File: config.mk
export PLATFORM = sky130hd
export DESIGN_NAME = bbs_ctrl
export DESIGN_NICKNAME = d
export VERILOG_FILES = /design/src/hdl/bbs_pkg.sv /design/src/hdl/bbs_ctrl.sv
export SDC_FILE = /design/constraint.sdc
export NUM_CORES = 1
export LEC_CHECK = 0
export BUFFER_PORTS_ARGS = -buffer_cell sky130_fd_sc_hd__clkbuf_2
export CORE_AREA = 4 4 46 48
export DETAILED_ROUTE_END_ITERATION = 6
export DIE_AREA = 0 0 50 52
export PLACE_DENSITY = 0.78
export SLEW_MARGIN = 0
export SYNTH_ARGS = -nofsm -noshare
export SYNTH_HDL_FRONTEND = slang
export SYNTH_SLANG_ARGS = --single-unit
File: constraint.sdc
create_clock -name clk -period 1.3 [get_ports clk]
set_input_delay 0.26 -clock clk [delete_from_list [all_inputs] [get_ports clk]]
set_output_delay 0.26 -clock clk [all_outputs]
set_load 0.05 [all_outputs]
File: src/hdl/bbs_pkg.sv
// Shared types and constants for the Bayesian Blocks segmenter.
`default_nettype none
package bbs_pkg;
    localparam int MAX_EVENTS_DEF = 63;
    localparam int TIME_W = 32;
    localparam int EDGE_W = 33;
    localparam int PEN_W = 24;
    localparam logic [PEN_W-1:0] PEN_RESET = 24'd262144;
    localparam int FIT_W = 48;
    localparam int LOGX_W = 34;
    localparam int LN_W = 22;
    localparam int MANT_W = 31;
    localparam int FRAC_BITS = 16;
    localparam int LOGP_W = 6;
    localparam logic [31:0] LN2_Q32 = 32'd2977044472;
    localparam int IN_TDATA_W = 32;
    localparam int OUT_TDATA_W = 40;
    localparam int APB_AW = 3;
    localparam int APB_DW = 32;
    localparam logic [APB_AW-1:0] ADDR_PENALTY = 3'd0;

    typedef struct packed {
        logic load;
        logic kread;
        logic ktop;
        logic iread;
        logic wlatch;
        logic log_start;
        logic log_w;
        logic ln2c_latch;
        logic term;
        logic fit;
        logic cmp;
        logic kwr;
        logic tb_init;
        logic tb_wr;
        logic tb_load;
        logic em_tp;
        logic em_ed;
        logic out_load;
    } bbs_cmd_t;

    typedef struct packed {
        logic k_last;
        logic i_last;
        logic log_done;
        logic tb_done;
        logic em_last;
    } bbs_stat_t;
endpackage
`default_nettype wire

File: src/hdl/bbs_ctrl.sv
// Controller state machine sequencing load, dynamic program, traceback and output.
`default_nettype none
module bbs_ctrl
(
    input  wire logic               clk,
    input  wire logic               rst_n,
    input  wire logic               s_tvalid,
    input  wire logic               s_tlast,
    output logic                    s_tready,
    input  wire logic               m_tready,
    output logic                    m_tvalid,
    output bbs_pkg::bbs_cmd_t       cmd,
    input  wire bbs_pkg::bbs_stat_t stat
);
    typedef enum logic [4:0]
    {
        S_LOAD, S_KRD, S_KTOP, S_IRD, S_IW, S_LA_GO, S_LA_WT, S_LB_GO, S_LB_WT,
        S_TERM, S_FIT, S_CMP, S_KWR, S_TBI, S_TBW, S_TBR, S_ETP, S_EED, S_EOUT
    } state_t;

    state_t state_reg, state_next;
    logic   out_valid_reg, out_valid_next;

    always_comb
    begin
        cmd            = '0;
        state_next     = state_reg;
        out_valid_next = out_valid_reg && !m_tready;
        unique case (state_reg)
            S_LOAD:
            begin
                if (s_tvalid)
                begin
                    cmd.load = 1'b1;
                    if (s_tlast)
                    begin
                        state_next = S_KRD;
                    end
                end
            end
            S_KRD:
            begin
                cmd.kread  = 1'b1;
                state_next = S_KTOP;
            end
            S_KTOP:
            begin
                cmd.ktop   = 1'b1;
                state_next = S_IRD;
            end
            S_IRD:
            begin
                cmd.iread  = 1'b1;
                state_next = S_IW;
            end
            S_IW:
            begin
                cmd.wlatch = 1'b1;
                state_next = S_LA_GO;
            end
            S_LA_GO:
            begin
                cmd.log_start = 1'b1;
                state_next    = S_LA_WT;
            end
            S_LA_WT:
            begin
                if (stat.log_done)
                begin
                    cmd.ln2c_latch = 1'b1;
                    state_next     = S_LB_GO;
                end
            end
            S_LB_GO:
            begin
                cmd.log_start = 1'b1;
                cmd.log_w     = 1'b1;
                state_next    = S_LB_WT;
            end
            S_LB_WT:
            begin
                if (stat.log_done)
                begin
                    state_next = S_TERM;
                end
            end
            S_TERM:
            begin
                cmd.term   = 1'b1;
                state_next = S_FIT;
            end
            S_FIT:
            begin
                cmd.fit    = 1'b1;
                state_next = S_CMP;
            end
            S_CMP:
            begin
                cmd.cmp    = 1'b1;
                state_next = stat.i_last ? S_KWR : S_IRD;
            end
            S_KWR:
            begin
                cmd.kwr    = 1'b1;
                state_next = stat.k_last ? S_TBI : S_KRD;
            end
            S_TBI:
            begin
                cmd.tb_init = 1'b1;
                state_next  = S_TBW;
            end
            S_TBW:
            begin
                cmd.tb_wr  = 1'b1;
                state_next = stat.tb_done ? S_ETP : S_TBR;
            end
            S_TBR:
            begin
                cmd.tb_load = 1'b1;
                state_next  = S_TBW;
            end
            S_ETP:
            begin
                cmd.em_tp  = 1'b1;
                state_next = S_EED;
            end
            S_EED:
            begin
                cmd.em_ed  = 1'b1;
                state_next = S_EOUT;
            end
            S_EOUT:
            begin
                if (!out_valid_reg || m_tready)
                begin
                    cmd.out_load   = 1'b1;
                    out_valid_next = 1'b1;
                    state_next     = stat.em_last ? S_LOAD : S_ETP;
                end
            end
            default:
            begin
                state_next = S_LOAD;
            end
        endcase
    end

    always_ff @(posedge clk or negedge rst_n)
    begin
        if (!rst_n)
        begin
            state_reg     <= S_LOAD;
            out_valid_reg <= 1'b0;
        end
        else
        begin
            state_reg     <= state_next;
            out_valid_reg <= out_valid_next;
        end
    end

    assign s_tready = (state_reg == S_LOAD);
    assign m_tvalid = out_valid_reg;
endmodule
`default_nettype wire

==> flow_metrics.env, run 1 <==
export IMPL_status="stopped before the end"
export IMPL_failing_step="global routing"
export IMPL_stop_error="[ERROR DPL-0033] detailed placement checks failed during check placement."
export IMPL_yosysTopAreaCellShare_pct=22.6
export IMPL_placed_cell_area_um2=1160
export IMPL_synth_top_area_cell="dfrtp_1"
export IMPL_ys_warnings_count=0
export IMPL_numCtsBuffers=3
export IMPL_synth_flop_cell="dfrtp_1"
export IMPL_die_y_um=52
export IMPL_yosysUniqueCellTypes=31
export IMPL_async_flop_share_pct=100
export IMPL_dpl_hpwl_um=1850
export IMPL_synthTopCellsByArea="dfrtp_1 (23%), nor2_1 (9.6%), nor3_1 (6.0%), nand2_1 (5.6%), nor3b_1 (5.6%)"
export IMPL_syn_avg_cell_area_um2=7.07
export IMPL_pre_cts_ws_ns=-0.356
export IMPL_worstEndpointType="primary output"
export IMPL_portBuffers=29
export IMPL_synth_edff_count=0
export IMPL_antenna_found_initial=1
export IMPL_cts_buffer_depth=2
export IMPL_routabilityCongestion=0.839
export IMPL_ios=30
export IMPL_grt_max_degree=13
export IMPL_netlist_top_cells_count="nor2_1 (17), nand2_1 (10), nor3_1 (8)"
export IMPL_cts_root_buf="clkbuf_4"
export IMPL_synth_cell_area_um2=664
export IMPL_syn_instance_count=94
export IMPL_row_count=15
export IMPL_fp_dieW_um=50
export IMPL_cts_sinks=6
export IMPL_crit_endpoint="cmd[11]"
export IMPL_htree_levels=1
export IMPL_synth_most_common_cell="nor2_1"
export IMPL_ys_ff_latch=6
export IMPL_place_inst=159
export IMPL_syn_num_nets=104
export IMPL_ys_seq_area_share_pct=22.6
export IMPL_start_util_pct=38.9
==> per-stage QoR <==
stage | hold slack (ns) | utilization (%)
4_1_cts | 0.362 | 90.4
3_5_place_dp | 0.0931 | 67.8
3_3_place_gp | 0.0880 | 67.8
2_1_floorplan | -0.0356 | -
==> repair_timing <==
item	4_1_cts
hold buffers	1
pin swaps	18
setup endpoints to repair	24
endpoints found under the hold margin	6
cloned	1
gates resized for setup	65
buffers inserted	9
==> cells by family after synthesis <==
group                     count (synthesis)  share of synthesized area (%)
and+or+nand+nor                          54                           42.0
AOI/OAI and AO/OA                        22                           24.5
buffers and inverters                    11                           9.60
DFF                                       6                           22.6
xor gates and xnor gates                  1                           1.32
==> run 2: changes to the inputs <==
--- a/config.mk
+++ b/config.mk
@@ -6,10 +6,10 @@
 export NUM_CORES = 1
 export LEC_CHECK = 0
 export BUFFER_PORTS_ARGS = -buffer_cell sky130_fd_sc_hd__clkbuf_2
-export CORE_AREA = 4 4 46 48
+export CORE_AREA = 4 4 65 67
 export DETAILED_ROUTE_END_ITERATION = 6
-export DIE_AREA = 0 0 50 52
-export PLACE_DENSITY = 0.78
+export DIE_AREA = 0 0 69 71
+export PLACE_DENSITY_LB_ADDON = 0.15
 export SLEW_MARGIN = 0
 export SYNTH_ARGS = -nofsm -noshare
 export SYNTH_HDL_FRONTEND = slang
==> constraint.sdc (replaced) <==
create_clock -name clk -period 1.7 [get_ports clk]
set_input_delay 0.34 -clock clk [delete_from_list [all_inputs] [get_ports clk]]
set_output_delay 0.34 -clock clk [all_outputs]
set_load 0.05 [all_outputs]
==> flow_metrics.env, run 2 <==
export IMPL_status="complete, but fails checks"
export IMPL_violations="negative setup slack"
export IMPL_synth_most_common_cell="nor2_1"
export IMPL_grt_setup_unrepaired="yes"
export IMPL_drv_slew=0
export IMPL_yosysUniqueCellTypes=31
export IMPL_row_count=22
export IMPL_async_flop_share_pct=100
export IMPL_syn_avg_cell_area_um2=7.07
export IMPL_clk_pin_slew_ns=0.04
export IMPL_wl_met3_um=112
export IMPL_start_kind="flip-flop"
export IMPL_vdd_drop_max_mv=0.491
export IMPL_fin_skew_ns=0.00221
export IMPL_ys_ff_latch=6
export IMPL_finalNetCount=152
export IMPL_diodes=0
export IMPL_clk_insertion_delay_late_ns=0.22
export IMPL_num_vias=856
export IMPL_hold_viol_final=0
export IMPL_grt_pass1_wl_um=3680
export IMPL_cts_sinks=6
export IMPL_power_leakage_nw=0.589
export IMPL_crit_chain="or3b_4 -> nor3_4 -> buf_8"
export IMPL_synthTopCellsByArea="dfrtp_1 (23%), nor2_1 (9.6%), nor3_1 (6.0%), nand2_1 (5.6%), nor3b_1 (5.6%)"
export IMPL_syn_instance_count=94
export IMPL_critPathSlowestCell="dfrtp_2"
export IMPL_die_area_um2=4900
export IMPL_synth_edff_count=0
export IMPL_tritoncts="built"
export IMPL_synth_flop_cell="dfrtp_1"
export IMPL_routabilityCongestion=0.760
export IMPL_drt_pass1_iter_count=4
export IMPL_ios=30
export IMPL_grt_util_all_layers_pct=9.00
export IMPL_ys_seq_area_share_pct=22.6
export IMPL_layout_common_cells="buf_4 (19), clkbuf_2 (10), buf_12 (10)"
export IMPL_worst_slack_ns=-0.0861
export IMPL_crit_required_ns=1.36
export IMPL_hold_class="in -> async"
export IMPL_antenna_found_initial=0
export IMPL_relSlewSlack_pct=81.5
export IMPL_htree_levels=1
export IMPL_grt_overflow_total=0
export IMPL_grt_pass1_vias=827
export IMPL_maxCapViolations=0
export IMPL_syn_to_final_growth_pct=113
export IMPL_yosysTopAreaCellShare_pct=22.6
export IMPL_start_util_pct=18.3
export IMPL_worstMarginPinSlew_ns=0.278
export IMPL_largest_reg_flops=5
export IMPL_cts_buffer_depth=2
export IMPL_synth_cell_area_um2=664
export IMPL_routed_top_layer="met4"
export IMPL_post_drt_wl_per_cell_um=12.5
export IMPL_ant_nets=0
export IMPL_crit_path_max_fanout=6
export IMPL_die_y_um=71
export IMPL_wl_met1_um=909
export IMPL_placed_cell_area_um2=1140
export IMPL_period_minus_slack_ns=1.79
export IMPL_whs_ns=0.480
export IMPL_core_um2=3630
export IMPL_synth_top_area_cell="dfrtp_1"
export IMPL_mostFrequentLayoutCell="buf_4"
export IMPL_first_iter_violations=33
export IMPL_ys_warnings_count=0
export IMPL_routed_wl_um=2340
export IMPL_numCtsBuffers=3
export IMPL_power_density_nw_per_um2=1780
export IMPL_setup_viol=6
export IMPL_dpl_hpwl_um=1710
export IMPL_critical_path_max_stage_delay_ns=0.45
export IMPL_timing_fmax_mhz=560
export IMPL_portBuffers=29
export IMPL_critical_path_endpoint_type="output port"
export IMPL_vias_per_cell=4.55
export IMPL_stdcell_area_um2=1420
export IMPL_finalSetupTns_ns=-0.230
export IMPL_crit_type="reg -> out"
export IMPL_syn_num_nets=104
export IMPL_netlist_top_cells_count="nor2_1 (17), nand2_1 (10), nor3_1 (8)"
export IMPL_drive_gt1_share_pct=65.7
export IMPL_fin_crit_sh_pct=105
export IMPL_drc_errors=0
export IMPL_cts_root_buf="clkbuf_8"
export IMPL_crit_arrival_ns=1.45
export IMPL_fp_dieW_um=69
export IMPL_grt_max_degree=14
export IMPL_wl_met2_um=1300
==> run 2: cell families (layout without fill, tap and decap cells) <==
group                  count (synthesis)  count (layout)  synth area share (%)
AND/OR/NAND/NOR                       54              54                  42.0
buffers and inverters                 11              57                  9.60
flip-flops                             6               6                  22.6
AO/OA/AOI/OAI                         22              22                  24.5
XOR/XNOR                               1               1                  1.32
==> run 2: area by class of cell <==
cell class              instances  area (um2)
repair buffers                 52         542
flip-flops and latches          6         155
well taps                      48        60.1
fillers                       375        2220
inverters                       2        7.51
multi-input cells              77         609
clock buffers                   3        41.3
==> run 2: per-layer routing <==
layer,up-vias,global-route usage (%)
met4,0,1.74
met2,17,17.4
met5,-,0
met3,2,2.98
met1,413,9.48
li1,424,-
==> run 2: path summary, 6_finish.rpt <==
kind / from / endpoint / slack [ns] / cells past startpoint
worst max-delay path: state_reg[2] / cmd[2] / -0.09 / 3
worst min-delay path: rst_n / state_reg[1] / 0.48 / 2
worst max register to register: state_reg[0] / state_reg[1] / 0.01 / 6
worst min register to register: m_tvalid / m_tvalid / 0.61 / 2
max in group asynchronous: rst_n / state_reg[4] / 1.05 / 2
min in group clk: m_tready / m_tvalid / 0.51 / 3
==> run 2: critical path, delay by kind of cell (launching register included) <==
kind | cells | cell delay [ns]
flops | 1 | 0.45
simple gates | 2 | 0.60
buf+inv | 1 | 0.17
==> run 2: per-stage QoR <==
| step | power [mW] | utilization, % | std cells | setup WS (ns) |
|---|---|---|---|---|
| 6_report | 2.52 | 38.9 | 188 | -0.0861 |
| 5_1_grt | 2.67 | 38.9 | 188 | -0.126 |
| 4_1_cts | 2.37 | 36.7 | 183 | -0.0914 |
| 3_5_place_dp | 1.93 | 31.5 | 173 | 0.0264 |
| 3_3_place_gp | 1.96 | 31.5 | 173 | 0.0281 |
| 2_1_floorplan | 1.50 | - | 94 | -0.152 |
==> run 2: repair_timing <==
| action | in CTS | in global routing |
|---|---|---|
| resized for setup | 28 | 13 |
| endpoints found under the hold margin | 6 | 0 |
| hold buffers | 1 | 0 |
| setup buffers | 6 | 5 |
| setup endpoints to repair | 18 | 21 |
| pin swaps | 2 | 5 |
==> run 2: power breakdown <==
group | leakage, nW | total [mW] | internal [mW] | switching, mW
clock network | 0.0216 | 0.214 | 0.152 | 0.0620
registers | 0.0722 | 0.295 | 0.203 | 0.0913
logic | 0.495 | 2.01 | 0.875 | 1.14
total | 0.589 | 2.52 | 1.23 | 1.29
Power figures use the tool's default switching activity.
